[config.mk]
export PLATFORM = sky130hd
export DESIGN_NAME = triangle_primitive_assembler
export DESIGN_NICKNAME = d
export VERILOG_FILES = /design/src/tpa_pkg.sv /design/src/triangle_primitive_assembler.sv
export SDC_FILE = /design/constraint.sdc
export NUM_CORES = 1
export LEC_CHECK = 0
export BUFFER_PORTS_ARGS = -buffer_cell sky130_fd_sc_hd__buf_2
export CORE_MARGIN = 2
export CORE_UTILIZATION = 30
export CTS_CLUSTER_DIAMETER = 60
export DETAILED_ROUTE_END_ITERATION = 6
export GPL_TIMING_DRIVEN = 0
export PLACE_DENSITY = 0.53
export SYNTH_ARGS = -nofsm -noshare
export SYNTH_HDL_FRONTEND = slang
export SYNTH_SLANG_ARGS = --single-unit
[constraint.sdc]
create_clock -name clock -period 10.43 [get_ports clock]
set_input_delay 2.086 -clock clock [delete_from_list [all_inputs] [get_ports clock]]
set_output_delay 2.086 -clock clock [all_outputs]
set_load 0.05 [all_outputs]
[src/tpa_pkg.sv]
package tpa_pkg;

   // width of the vertex index that is kept; it spans the whole input word
   localparam int INDEX_BITS = 32;

   localparam int WORD_BITS   = 32;
   localparam int STATUS_BITS = 3;
   localparam int CSR_INDEX_BITS = 2;

   typedef logic [INDEX_BITS-1:0] index_type;

   typedef enum logic [1:0] {
      TOPO_LIST   = 2'd0,
      TOPO_STRIP  = 2'd1,
      TOPO_FAN    = 2'd2,
      TOPO_POINTS = 2'd3
   } topology_type;

   typedef enum logic [STATUS_BITS-1:0] {
      STATUS_TRIANGLE    = 3'd0,
      STATUS_NONE_YET    = 3'd1,
      STATUS_OUT_OF_RANGE = 3'd2,
      STATUS_LIST_SHORT  = 3'd3,
      STATUS_UNSUPPORTED = 3'd4
   } status_type;

   typedef enum logic [CSR_INDEX_BITS-1:0] {
      CSR_TOPOLOGY     = 2'd0,
      CSR_MIRROR       = 2'd1,
      CSR_VERTEX_COUNT = 2'd2,
      CSR_BASE_VERTEX  = 2'd3
   } csr_index_type;

   // one assembled result as it leaves the block
   typedef struct packed {
      logic [WORD_BITS-1:0] corner_c;
      logic [WORD_BITS-1:0] corner_b;
      logic [WORD_BITS-1:0] corner_a;
      status_type           status;
      logic                 end_of_primitive;
   } result_type;

endpackage

[src/triangle_primitive_assembler.sv]
// Triangle primitive assembler.
// req channel: one vertex index per transfer in req_tdata, req_tlast on the
// final index of a primitive. rsp channel: exactly one result per accepted
// index; rsp_tdata carries three corners (index plus base vertex), rsp_tuser
// the status (0 triangle, 1 none yet, 2 index out of range, 3 list not a
// multiple of three, 4 unsupported topology), rsp_tlast echoes req_tlast.
// Corners read zero when status is not 0. After an error the primitive
// reports "none yet" until its last index.
// csr port: write-only registers topology, mirror_winding, vertex_count and
// base_vertex, written only while the block is idle; the user is bound to
// this, and the block itself does not enforce it. A req transfer is held in
// the output register, or in the skid register while the receiver stalls,
// before rsp_tvalid shows it; one index is taken every cycle while the skid
// register is empty. A stalled receiver holds the output register, and one
// more index is taken into a skid register; req_tready drops only while the
// skid register is full. Synchronous reset clears configuration, primitive state and valids.
module triangle_primitive_assembler
   import tpa_pkg::*;
(
   input  logic                      clock,
   input  logic                      reset,
   input  logic                      req_tvalid,
   output logic                      req_tready,
   input  logic [WORD_BITS-1:0]      req_tdata,  // vertex_index
   input  logic                      req_tlast,
   output logic                      rsp_tvalid,
   input  logic                      rsp_tready,
   output logic [3*WORD_BITS-1:0]    rsp_tdata,  // corner_a, corner_b, corner_c
   output logic [STATUS_BITS-1:0]    rsp_tuser,  // status
   output logic                      rsp_tlast,  // end_of_primitive
   input  logic                      csr_wr_en,
   input  logic [CSR_INDEX_BITS-1:0] csr_index,
   input  logic [WORD_BITS-1:0]      csr_wdata
);

   // configuration registers
   topology_type         topology_ff;
   logic                 mirror_ff;
   logic [WORD_BITS-1:0] vertex_count_ff;
   logic [WORD_BITS-1:0] base_vertex_ff;

   // primitive state
   index_type  first_index_ff, first_index_in;
   index_type  older_index_ff, older_index_in;
   index_type  newer_index_ff, newer_index_in;
   logic [1:0] seen_count_ff, seen_count_in;
   logic       strip_parity_ff, strip_parity_in;
   logic [1:0] list_phase_ff, list_phase_in;
   logic       failed_ff, failed_in;

   // output and skid stages
   result_type out_ff, out_in;
   logic       out_valid_ff, out_valid_in;
   result_type skid_ff, skid_in;
   logic       skid_valid_ff, skid_valid_in;

   logic       req_xfer;
   logic       out_load;
   index_type  idx;
   logic       in_range;
   logic       emit;
   index_type  raw_a, raw_b, raw_c;
   index_type  fin_b, fin_c;
   status_type status;
   result_type result;

   assign req_tready = !skid_valid_ff;
   assign req_xfer   = req_tvalid && req_tready;
   assign out_load   = !out_valid_ff || rsp_tready;

   assign idx      = req_tdata[INDEX_BITS-1:0];
   assign in_range = WORD_BITS'(idx) < vertex_count_ff;

   // configuration writes
   always_ff @(posedge clock) begin
      if (reset) begin
         topology_ff     <= TOPO_LIST;
         mirror_ff       <= 1'b0;
         vertex_count_ff <= '0;
         base_vertex_ff  <= '0;
      end else if (csr_wr_en) begin
         unique case (csr_index_type'(csr_index))
            CSR_TOPOLOGY:     topology_ff     <= topology_type'(csr_wdata[1:0]);
            CSR_MIRROR:       mirror_ff       <= csr_wdata[0];
            CSR_VERTEX_COUNT: vertex_count_ff <= csr_wdata;
            CSR_BASE_VERTEX:  base_vertex_ff  <= csr_wdata;
            default: ;
         endcase
      end
   end

   // assembly of one index against the primitive state
   always_comb begin
      first_index_in  = first_index_ff;
      older_index_in  = older_index_ff;
      newer_index_in  = newer_index_ff;
      seen_count_in   = seen_count_ff;
      strip_parity_in = strip_parity_ff;
      list_phase_in   = list_phase_ff;
      failed_in       = failed_ff;
      emit            = 1'b0;
      raw_a           = older_index_ff;
      raw_b           = newer_index_ff;
      raw_c           = idx;
      status          = STATUS_NONE_YET;

      if (failed_ff) begin
         // silent until the end of the primitive
      end else if (topology_ff == TOPO_POINTS) begin
         status    = STATUS_UNSUPPORTED;
         failed_in = 1'b1;
      end else if (!in_range) begin
         status    = STATUS_OUT_OF_RANGE;
         failed_in = 1'b1;
      end else begin
         unique case (topology_ff)
            TOPO_LIST: begin
               if (list_phase_ff == 2'd0) begin
                  older_index_in = idx;
                  list_phase_in  = 2'd1;
               end else if (list_phase_ff == 2'd1) begin
                  newer_index_in = idx;
                  list_phase_in  = 2'd2;
               end else begin
                  emit          = 1'b1;
                  list_phase_in = 2'd0;
               end
               if (req_tlast && list_phase_in != 2'd0) begin
                  status = STATUS_LIST_SHORT;
               end
            end
            TOPO_STRIP: begin
               if (seen_count_ff == 2'd2) begin
                  emit = 1'b1;
                  // odd triangles flip winding
                  if (strip_parity_ff) begin
                     raw_b = idx;
                     raw_c = newer_index_ff;
                  end
                  strip_parity_in = !strip_parity_ff;
               end else begin
                  seen_count_in = seen_count_ff + 2'd1;
               end
               older_index_in = newer_index_ff;
               newer_index_in = idx;
            end
            default: begin
               // fan pivots on the first index
               if (seen_count_ff == 2'd0) begin
                  first_index_in = idx;
                  seen_count_in  = 2'd1;
               end else if (seen_count_ff == 2'd1) begin
                  newer_index_in = idx;
                  seen_count_in  = 2'd2;
               end else begin
                  emit           = 1'b1;
                  raw_a          = newer_index_ff;
                  raw_b          = idx;
                  raw_c          = first_index_ff;
                  newer_index_in = idx;
               end
            end
         endcase
         if (emit) begin
            status = STATUS_TRIANGLE;
         end
      end

      // end of primitive clears everything
      if (req_tlast) begin
         first_index_in  = '0;
         older_index_in  = '0;
         newer_index_in  = '0;
         seen_count_in   = '0;
         strip_parity_in = 1'b0;
         list_phase_in   = '0;
         failed_in       = 1'b0;
      end
   end

   // mirror swap and base offset
   always_comb begin
      fin_b = mirror_ff ? raw_c : raw_b;
      fin_c = mirror_ff ? raw_b : raw_c;
      result.status           = status;
      result.end_of_primitive = req_tlast;
      if (emit) begin
         result.corner_a = WORD_BITS'(raw_a) + base_vertex_ff;
         result.corner_b = WORD_BITS'(fin_b) + base_vertex_ff;
         result.corner_c = WORD_BITS'(fin_c) + base_vertex_ff;
      end else begin
         result.corner_a = '0;
         result.corner_b = '0;
         result.corner_c = '0;
      end
   end

   // state update on each accepted transfer
   always_ff @(posedge clock) begin
      if (reset) begin
         first_index_ff  <= '0;
         older_index_ff  <= '0;
         newer_index_ff  <= '0;
         seen_count_ff   <= '0;
         strip_parity_ff <= 1'b0;
         list_phase_ff   <= '0;
         failed_ff       <= 1'b0;
      end else if (req_xfer) begin
         first_index_ff  <= first_index_in;
         older_index_ff  <= older_index_in;
         newer_index_ff  <= newer_index_in;
         seen_count_ff   <= seen_count_in;
         strip_parity_ff <= strip_parity_in;
         list_phase_ff   <= list_phase_in;
         failed_ff       <= failed_in;
      end
   end

   // output register with one skid entry
   always_comb begin
      out_in        = out_ff;
      out_valid_in  = out_valid_ff;
      skid_in       = skid_ff;
      skid_valid_in = skid_valid_ff;
      if (out_load) begin
         if (skid_valid_ff) begin
            out_in        = skid_ff;
            out_valid_in  = 1'b1;
            skid_valid_in = 1'b0;
         end else begin
            out_in       = result;
            out_valid_in = req_xfer;
         end
      end else if (req_xfer) begin
         skid_in       = result;
         skid_valid_in = 1'b1;
      end
   end

   always_ff @(posedge clock) begin
      if (reset) begin
         out_valid_ff  <= 1'b0;
         skid_valid_ff <= 1'b0;
      end else begin
         out_valid_ff  <= out_valid_in;
         skid_valid_ff <= skid_valid_in;
      end
   end

   always_ff @(posedge clock) begin
      out_ff  <= out_in;
      skid_ff <= skid_in;
   end

   assign rsp_tvalid = out_valid_ff;
   assign rsp_tdata  = {out_ff.corner_c, out_ff.corner_b, out_ff.corner_a};
   assign rsp_tuser  = out_ff.status;
   assign rsp_tlast  = out_ff.end_of_primitive;

`ifndef SYNTHESIS
   // skid entry is only used behind a held output
   a_skid_behind_out: assert property (@(posedge clock) disable iff (reset)
      skid_valid_ff |-> out_valid_ff)
      else $error("skid entry valid without output valid");

   // corners are zero unless a triangle is reported
   a_corners_zero: assert property (@(posedge clock) disable iff (reset)
      (out_valid_ff && out_ff.status != STATUS_TRIANGLE) |-> (rsp_tdata == '0))
      else $error("nonzero corners on a non-triangle result");

   // a last index leaves the primitive state cleared
   a_clear_on_last: assert property (@(posedge clock) disable iff (reset)
      (req_xfer && req_tlast) |=>
         (seen_count_ff == 2'd0 && list_phase_ff == 2'd0 && !failed_ff
          && !strip_parity_ff))
      else $error("primitive state not cleared after last index");

   // seen count saturates at two
   a_seen_saturates: assert property (@(posedge clock) disable iff (reset)
      seen_count_ff != 2'd3)
      else $error("seen count beyond two");
`endif

endmodule
Word level (Yosys, flattened, before mapping)
Cells that the tools add are included.
W data, S select, Z words.
{ "word_totals": {"elab_cells": 171, "out_inout_bits": 102, "reg_bits": 371, "input_bits": 72} }
{ "op_classes": {"reduce_logical": 31, "eq_ne": 17, "n_addsub": 4, "muxes": 94, "order_cmp": 1, "bitwise_logic": 1} }
{ "ops": {"columns": ["op", "n"], "rows": [
  ["$mux W32", 40],
  ["$pmux W32 S2", 4],
  ["$mux W100", 1],
  ["$add A32 B32 Y32", 3],
  ["$mux W96", 1],
  ["$mux W2", 20],
  ["$lt A32 B32 Y1", 1],
  ["$mux W1", 22],
  ["$reduce_and A6 Y1", 3],
  ["$reduce_and A7 Y1", 2],
  ["$mux W3", 4],
  ["$ne A3 B3 Y1 const B", 4],
  ["$reduce_bool A2 Y1", 6],
  ["$reduce_and A2 Y1", 5],
  ["$eq A2 B1 Y1 const B", 4],
  ["$eq A2 B2 Y1 const B", 4],
  ["$logic_not A2 Y1", 4],
  ["$ne A2 B2 Y1 const B", 3],
  ["$reduce_and A5 Y1", 1],
  ["$ne A4 B2 Y1 const B", 1],
  ["$pmux W2 S2", 1],
  ["$reduce_bool A4 Y1", 1],
  ["$reduce_or A2 Y1", 2],
  ["$logic_not A1 Y1", 3],
  ["7 further kinds", 8]
]} }

Logic depth before layout (Yosys ltp)
Gate-level depths: netlist (run 1).
{ "logic_depth": {"ltp_word": 16, "ltp_mapped": 23, "ltp_nobuf": 22} }

Least setup slack after synthesis (run 1)
OpenSTA, ideal clock, no wires.
{ "synth_timing": {"kind": "input to register", "startpoint": "in rsp_tready", "endpoint": "reg skid_ff[0] in the netlist's numbering, enable pin", "slack_ps": 931, "setup_time_ps": 559, "n_path_buf": 0, "t_required_ps": 9871, "stages": 2, "arrival_time_ps": 8939, "cell_sequence": "nand2b_1 > nor2_1"} }
{ "synth_between": {"elab_chain_cells": 3} }
{ "synth_lines": {"columns": ["item", "line_no", "source"], "rows": [
  ["from (decl)", "triangle_primitive_assembler.sv:27", "input logic rsp_tready,"],
  ["$logic_or A1 B1 Y1", "triangle_primitive_assembler.sv:69", "assign out_load = !out_valid_ff || rsp_tready;"],
  ["$not A1 Y1 (no source line)", null, null],
  ["$reduce_and A2 Y1 (no source line)", null, null],
  ["to (signal assigned)", "triangle_primitive_assembler.sv:252", "skid_ff <= skid_in;"],
  ["to (decl)", "triangle_primitive_assembler.sv:54", "result_type skid_ff, skid_in;"]
]} }
No other way between the ends.
A chain may end at the register's enable or synchronous reset.

Worst setup path in the final report (run 1)
{ "layout_timing": {"startpoint": "in req_tdata[2]", "endpoint": "reg out_ff (netlist bit rsp_tdata[30]), data pin"} }
{ "layout_between": {"elab_chain_cells": 7, "elab_cells_between_ends": 10, "classes_between": "add/sub: 1; order compare: 1; mux: 8"} }
{ "layout_lines": {"columns": ["item", "line_no", "source"], "rows": [
  ["from (decl)", "triangle_primitive_assembler.sv:24", "input logic [WORD_BITS-1:0] req_tdata,"],
  ["$lt A32 B32 Y1 (*)", "triangle_primitive_assembler.sv:72", "assign in_range = WORD_BITS'(idx) < vertex_count_ff;"],
  ["$mux W32", "triangle_primitive_assembler.sv:112", "end else if (!in_range) begin"],
  ["$mux W32", "triangle_primitive_assembler.sv:109", "end else if (topology_ff == TOPO_POINTS) begin"],
  ["$mux W32", "triangle_primitive_assembler.sv:107", "if (failed_ff) begin"],
  ["$add A32 B32 Y32", "triangle_primitive_assembler.sv:188", "result.corner_a = WORD_BITS'(raw_a) + base_vertex_ff;"],
  ["$mux W96 (*)", "triangle_primitive_assembler.sv:187", "if (emit) begin"],
  ["$mux W100 (*)", "triangle_primitive_assembler.sv:226", "if (skid_valid_ff) begin"],
  ["to (signal assigned)", "triangle_primitive_assembler.sv:251", "out_ff <= out_in;"],
  ["to (decl)", "triangle_primitive_assembler.sv:52", "result_type out_ff, out_in;"]
]} }
Mark *: on every way between the ends. The rest lies on a longest branch, timed or not.

==> results of run 1 <==
## final cells by class
class / count / area (um^2) / share of cell area (%)
diodes: 1 / 2.50 / 0.00965
multi-input cells: 1833 / 12000 / 46.2
inverters: 56 / 210 / 0.811
flip-flops and latches: 371 / 9430 / 36.4
well taps: 959 / 1200 / 4.63
clock buffers: 69 / 1410 / 5.45
clock inverters: 20 / 220 / 0.849
plain buffers: 134 / 519 / 2.00
repair buffers: 176 / 948 / 3.66
## kinds of logic after synthesis
kind of cell             count (synthesis)  synth area share, %
buffers and inverters                  190                 3.30
multiplexers                           202                 9.53
adder cells (fa/ha/maj)                145                 8.30
AND/OR/NAND/NOR                        822                 15.9
flip-flops                             371                 42.6
XOR/XNOR                                76                 3.07
AO/OA/AOI/OAI                          588                 17.3
## cell usage after synthesis, drive strengths merged (12+ instances only)
| cell | number |
|---|---|
| xor2 | 37 |
| o21ai | 55 |
| nand3 | 22 |
| o22ai | 28 |
| a31oi | 29 |
| edfxtp | 200 |
| a211o | 32 |
| nand2 | 454 |
| a21oi | 242 |
| o21bai | 14 |
| mux2i | 132 |
| clkbuf | 104 |
| nor2 | 188 |
| nor3 | 24 |
| xnor2 | 38 |
| and2 | 21 |
| dfxtp | 171 |
| inv | 55 |
| a21o | 33 |
| o31ai | 58 |
| nand2b | 21 |
| nor2b | 40 |
| mux2 | 70 |
| buf | 30 |
| ha | 142 |
| a211oi | 12 |
## routing by layer
| metal | track usage [%] | vias to the layer above | part of all wire [%] |
|---|---|---|---|
| li1 | - | 9081 | - |
| met1 | 28.9 | 9105 | 47 |
| met2 | 32.9 | 614 | 45 |
| met3 | 3.30 | 100 | 6.2 |
| met4 | 5.04 | 0 | 2.2 |
| met5 | 0 | - | 0 |
## power by group through the flow
| stage | clock network [mW] | registers (mW) | logic (mW) |
|---|---|---|---|
| after floorplan | 0 | 1.71 | 0.284 |
| after global placement | 0 | 1.65 | 0.534 |
| after detailed placement | 0 | 1.64 | 0.543 |
| after CTS | 1.73 | 1.61 | 0.546 |
| after global routing | 1.79 | 1.62 | 0.590 |
| final | 1.70 | 1.61 | 0.548 |
## critical path: stages
cell	delay, ns
buf_2	0.15
ha_1	0.33
a211oi_1	0.25
o21ai_0	0.12
a21oi_1	0.23
o21ai_1	0.26
a2111oi_0	0.75
clkbuf_1	0.63
buf_2	0.44
mux2_2	0.40
ha_1	0.21
fa_1	0.44
a21oi_1	0.23
o21ai_0	0.16
a221oi_1	0.68
o21ai_0	0.38
o211ai_1	0.36
a31oi_1	0.20
o21ai_0	0.24
xor2_1	0.45
o31ai_1	0.14
## per-stage QoR
step                      area (um^2)  cells  power [mW]  hold slack (ns)
after floorplan                 22100   2394        2.00            0.429
after global routing            25900   3619        4.00            0.464
final                           25900   3619        3.86            0.448
after global placement          24200   3525        2.18            0.436
after detailed placement        24300   3529        2.19            0.442
after CTS                       25900   3618        3.89            0.448
## placed cells by master, fill, tap and decap left out, types with 33 or more instances in the layout
cell type  count
a21o_1        33
a21oi_1      241
buf_2        185
clkbuf_1     115
clkbuf_16     51
dfxtp_1      171
edfxtp_1     200
ha_1         142
inv_1         54
mux2_2        70
mux2i_1      132
nand2_1      454
nor2_1       187
nor2b_1       40
o21ai_0       51
o31ai_1       53
xnor2_1       38
xor2_1        37
## final timing paths
check                startpoint                end  slack [ns]
max reg2reg  vertex_count_ff[2]      rsp_tdata[30]        2.88
max                req_tdata[2]      rsp_tdata[30]        1.58
min reg2reg   first_index_ff[4]  first_index_ff[4]        0.45
min           first_index_ff[4]  first_index_ff[4]        0.45
## flip-flops by register name, summed over array words and instances, names as in the netlist, 2 cells and up
register         count
base_vertex_ff      32
first_index_ff      32
list_phase_ff        2
newer_index_ff      32
older_index_ff      32
rsp_tdata           96
rsp_tuser            3
seen_count_ff        2
skid_ff            100
topology_ff          2
vertex_count_ff     32
==> results by stage, run 1 <==
Yosys:
- The number of synthesized register bits is 371.
- The number of distinct library cell variants in the gate-level netlist after synthesis is 80.
- edfxtp_1 takes more of the synthesized area than any other cell.
- The dominant synthesized flop cell is edfxtp_1.
- The share of synthesized area occupied by flip-flops and latches is 42.6%.
- For this run, the number of Yosys warnings is 0.
- Of all flip-flops after synthesis, the portion carrying an async set or reset was 0%.
- Counting flops with a built-in enable in the synthesized netlist gives 200.
- The share of synthesized area in the top cell type comes to 27.1%.
- The number of nets in the synthesized netlist is 2611.
- The cell area after synthesis is 0.0221 mm^2.
- The post-synthesis average cell area is 9.24 um^2.
- In the synthesized netlist, the number of instances is 2394.
- In the post-synthesis netlist, the biggest area contributors are edfxtp_1, dfxtp_1, ha_1.

CTS:
- The CTS H-tree depth is 2.
- The clock insertion delay at the later pin of the skew report is 0.60 ns.
- The TritonCTS clock tree is yes.
- The hold buffer count at cts is 0.
- The cell at the root of the clock tree is clkbuf_16.
- Clock-pin slew was measured on the worst setup and hold paths at 0.06 ns.
- The tree built by TritonCTS fans out to 371 sinks.
- Once the clock tree was built, the setup fixing pass inserted 0 buffers.
- Counting the buffers created by CTS gives 49.
- The maximum root-to-sink buffer count is 3.
- After clock tree synthesis, the repair step resized 0 gates.

Route:
- In the routed design, unresolved DRC markers number 0.
- The final route contains 18900 vias.
- The routed design has 79700 um of wire.
- The via density per instance is 5.22.
- The first detailed-routing pass took 6 iterations.
- The DRC marker count from the first detailed-route iteration is 1511.
- Dividing the detail-routed wire length by the instance count gives 22.0 um.
- The count of nets left with antenna violations once routing finished came out at 0.

Outcome:
- The flow ran to the end, and the final reports show no timing, DRC or antenna violations.

Power and ir drop:
- Of the total power, the clock network draws 43.9%.
- The switching share of power is 28.2%.
- Across the VDD grid, the largest voltage drop is 0.112 mV.
- The power per unit of standard cell area is 149 mW/mm^2.
- The internal power summed over all cells is 2.77 mW.
- Summed over all cells, the static leakage comes to 10.8 nW.
- The portion of total power attributed to sequential cells is 41.9%.
- The power dissipated by switching net loads is 1.09 mW.
- The relative contribution of combinational cells to total power is 14.2%.

Timing:
- The post-route clock period utilization is 84.9%.
- Timing would allow up to 113 MHz.
- The final count of hold timing violations was 0.
- For the pin with the worst max-slew slack, the measured transition is 1.13 ns.
- In this run the tightest slew margin relative to its limit is 24.6%.
- For the final database, setup skew stands at 0.0291 ns.
- Setup repair after global routing left no endpoint under its margin.
- Setup violations remaining at the end of the flow were counted as 0.
- The final count of pins violating max slew is 0.
- Setup slack closes at 1.58 ns.
- The total negative setup slack is 0 ns.
- Counting I/O delays and the setup requirement, the final critical path takes 8.85 ns.

Place:
- The routability congestion estimate is 0.916.
- Detailed placement finished with a half-perimeter wire length of 64100 um.
- The pre-CTS setup slack is 1.11 ns.
- Buffers placed on the I/O ports in this run total 172.

Global routing:
- The first global-routing pass estimated 117000 um of wire.
- Summed over all layers, the global routing overflow is 0.
- The total track usage is 20.6%.
- The number of global-route vias before repair came to 18200.
- The number of antenna violations at the first check in global routing is 1.
- The largest net degree at the start of global routing is 67.

Floorplanning:
- In this run the standard cell core region covers 0.0730 mm^2.
- From left edge to right edge, the die measures 276 um.
- The die outline height is 276 um.
- The initial core utilization is 30.3%.
- The area of the die is 0.0760 mm^2.
- The floorplan has 99 rows.
- The number of ports placed on the die boundary is 174.

Layout:
- The share of cells above drive strength 1 is 13.8%.
- The net count of the finished layout is 2838.
- The final core utilization is 35.5%.
- After filler insertion, the fill cell instance count of the layout stands at 7418.
- The synthesis-to-finish area growth is 17.2%.

Critical path:
- The required time at the worst-slack endpoint is 10.74 ns.
- The peak fanout along the critical path is 10.
- The capturing element type of the critical path is a flip-flop.
- For the worst setup path, the data arrival time is 9.16 ns.
- The launching element type of the critical path is a primary input.
- For the worst flop-to-flop path, the logic depth is 21.
- The worst setup path is of the in2reg kind.

Flow run:
- Max-cap violations in this run came to 0.

Min path:
- The number of cells on the worst hold path is 2.
- The worst hold path belongs to the class reg2reg.
Power figures use the tool's default switching activity.
==> run 2: changes to the inputs <==
- PLACE_DENSITY: 0.53 -> 0.54
- clock period: 10.43 -> 7.9 ns (I/O delays scaled with it)
==> run 2 against run 1 <==
Against the previous run: final area is 0.40% higher; total power is 34% higher; critical path depth stayed put; combinational power is 32% higher; critical endpoint unchanged; largest cell class unchanged; largest power group unchanged; highest routed layer unchanged.
==> results by stage, run 2 (synthesized netlist as in run 1, its figures left out) <==
Critical path:
- The type of the setup path with the least slack is in2reg.
- STA classifies the critical path endpoint as a flip-flop.
- Counting stages on the worst path, the most repeated cell is o21ai_0.
- STA puts the critical path data arrival time at 7.90 ns.
- Walking the worst path, the cells encountered are buf_2 -> ha_1 -> a211oi_1 -> o21ai_0 -> a21oi_1 -> o21ai_1 -> a2111oi_2 -> clkbuf_2 -> buf_2 -> mux2_2 -> ha_1 -> fa_1 -> a21oi_1 -> o21ai_0 -> a221oi_2 -> o21ai_0 -> o211ai_1 -> a31oi_1 -> o21ai_0 -> xor2_1 -> o31ai_1.
- The peak fanout along the critical path is 10.
- The setup slack of the worst register-to-register path is 1.10 ns.
- The largest stage delay on the critical path is 0.47 ns.
- The startpoint identified for the worst register-to-register timing path is vertex_count_ff[2].
- The logic depth of the worst register-to-register path is 21.
- The launching element type of the critical path is a primary input.
- The master of the slowest instance on the critical path is xor2_1.
- The endpoint of the worst register-to-register path is rsp_tdata[30].
- Data on the critical path is required at its endpoint by 8.22 ns.

Timing:
- Setup repair after global routing left no endpoint under its margin.
- The worst path needs 7.58 ns of the cycle, external delays included.
- The remaining max-slew budget at the tightest pin is 20.4%.
- Setup slack closes at 0.321 ns.
- The top achievable clock speed is 132 MHz.
- The final setup skew is 0.0244 ns.
- The final critical path takes up 95.9% of the cycle.
- Across all hold checks on the routed design, the worst slack comes to 0.447 ns.
- The transition time of the tightest slew-check pin is 1.19 ns.
- The total negative setup slack is 0 ns.
- The count of final setup violators is 0.
- The final count of pins violating max slew came to 0.
- The final count of hold timing violations is 0.

Global routing:
- Entering global routing, the biggest net connects 73 pins.
- The wire length of the first global-routing pass is 118000 um.
- The global route total overflow is 0.
- In the global route stage, overall resource usage came out at 20.7%.
- The number of antenna violations at the first check in global routing is 2.
- The number of global-route vias before repair is 18300.

Route:
- The total routed wirelength is 80200 um.
- After detailed routing, the number of remaining DRC violations is 0.
- The via density per instance is 5.23.
- The pre-antenna-repair detailed-routing pass consisted of 5 iterations.
- The detail route stage leaves a number of antenna-violating nets equal to 0.
- The detailed-route wire length per cell is 22.1 um.
- The DRC marker count from the first detailed-route iteration is 1681.
- The detailed router placed 18900 vias in this run.

CTS:
- TritonCTS built the clock tree.
- The CTS H-tree depth is 2.
- Clock tree synthesis selected as its root buffer the cell clkbuf_16.
- The clock insertion delay at the later pin of the skew report is 0.61 ns.
- For this design, the sink count on the clock tree is 371.
- The clock-pin transition on the worst setup and hold timing paths is 0.06 ns.
- No sink is reached through more buffers than the 3 on the longest clock path.
- Buffers inserted during clock tree synthesis total 50.

Power and ir drop:
- VDD sags by at most 0.134 mV.
- In this run the static leakage power is 10.9 nW.
- Power comes to 5.18 mW.
- Dividing total power by cell area gives a power density of 199 mW/mm^2.

Floorplanning:
- The die is 276 um wide.
- The number of placement rows is 99.
- The area of the die is 0.0760 mm^2.
- After floorplanning, the core was sized to cover 0.0730 mm^2.
- The initial core utilization is 30.3%.
- The die is 276 um tall.
- The number of ports placed on the die boundary is 174.

Place:
- Routability-driven placement finished with a final weighted congestion of 0.924.
- The pre-CTS setup slack is -0.923 ns.
- Port buffering added 172 buffers.
- Detailed placement ended at an HPWL of 64500 um.

Layout:
- Compared with the post-synthesis result, the final layout area differs by 17.6%.
- The library cells used most frequently in the layout, excluding fill and tap cells, are nand2_1, a21oi_1, edfxtp_1.
- The flip-flop count of the largest register, all copies and words added is 100.
- The most frequent standard cell in the layout excluding fill and tap cells is nand2_1.
- At the end of the flow, the number of nets in the layout was 2840.
- The share of cells above drive strength 1 is 14.2%.
- The register with the most flip-flops in the final layout is skid_ff.

Min path:
- The path category of the worst min-delay check is reg2reg.
- In this run the most critical hold path is launched from older_index_ff[11].
- The number of cells on the worst hold path is 2.
- The path with the worst hold slack has its endpoint at older_index_ff[11].

Outcome:
- The flow ran to the end, and the final reports show no timing, DRC or antenna violations.

Flow run:
- Across the run, the number of max-cap violations was 0.
-- run 2: changes by cell type in the layout (fill, tap and decap cells not counted), sizes merged --
cell	delta
clkinv	+8
inv	+2
clkbuf	-8
bufinv	+2
-- run 2: where the power goes --
group	internal (mW)	switching, mW	total (mW)	leakage (nW)
Combinational	0.213	0.512	0.725	6.44
Clock	1.39	0.934	2.33	0.838
Sequential	2.09	0.0413	2.13	3.61
-- run 2: critical path: cells and delay by family --
family,cells,cell delay [ns]
xor gates and xnor gates,1,0.47
muxes,1,0.40
adders and majority gates,3,0.97
buffers and inverters,3,0.92
AOI/OAI and AO/OA,13,3.53
-- run 2: repair_timing --
item,4_1_cts,5_1_grt
gates resized for setup,2,4
endpoints found under the setup margin,5,18
hold buffers,0,0
setup buffers,0,1
-- run 2: through the flow --
stage          util (%)  instances  cell area [um^2]
2_1_floorplan         -       2394             22100
3_3_place_gp       33.2       3525             24200
3_5_place_dp       33.3       3529             24300
4_1_cts            35.6       3621             26000
5_1_grt            35.7       3623             26000
6_report           35.7       3623             26000
-- run 2: cell type report --
type,instances,area [um^2]
antenna,1,2.50
timing repair buffer,177,956
inverter,56,210
buffer,134,522
clock inverter,32,367
sequential,371,9430
fill,7418,46900
clock buffer,60,1340
multi-input combinational,1833,12000
tap,959,1200
-- run 2: worst max path at each step --
| stage | from | to | slack, ns | depth (start not counted) |
|---|---|---|---|---|
| finish | req_tdata[2] | rsp_tdata[30] | 0.32 | 21 |
| CTS | req_tdata[2] | rsp_tdata[30] | 0.04 | 21 |
| floorplan | rsp_tready | skid_ff[0] | 0.07 | 2 |
| global route | req_tdata[2] | rsp_tdata[30] | 0.03 | 21 |
| detailed placement | req_tdata[2] | rsp_tdata[30] | -0.92 | 21 |
| global placement | rsp_tready | skid_ff[4] | -2.80 | 3 |
-- run 2: metal layers --
metal	vias up	global-route usage (%)	part of all wire, %
met5	-	0	0
met2	663	33.6	45
li1	9074	-	-
met1	9110	29.1	46
met3	86	2.49	6.4
met4	0	5.78	2.5
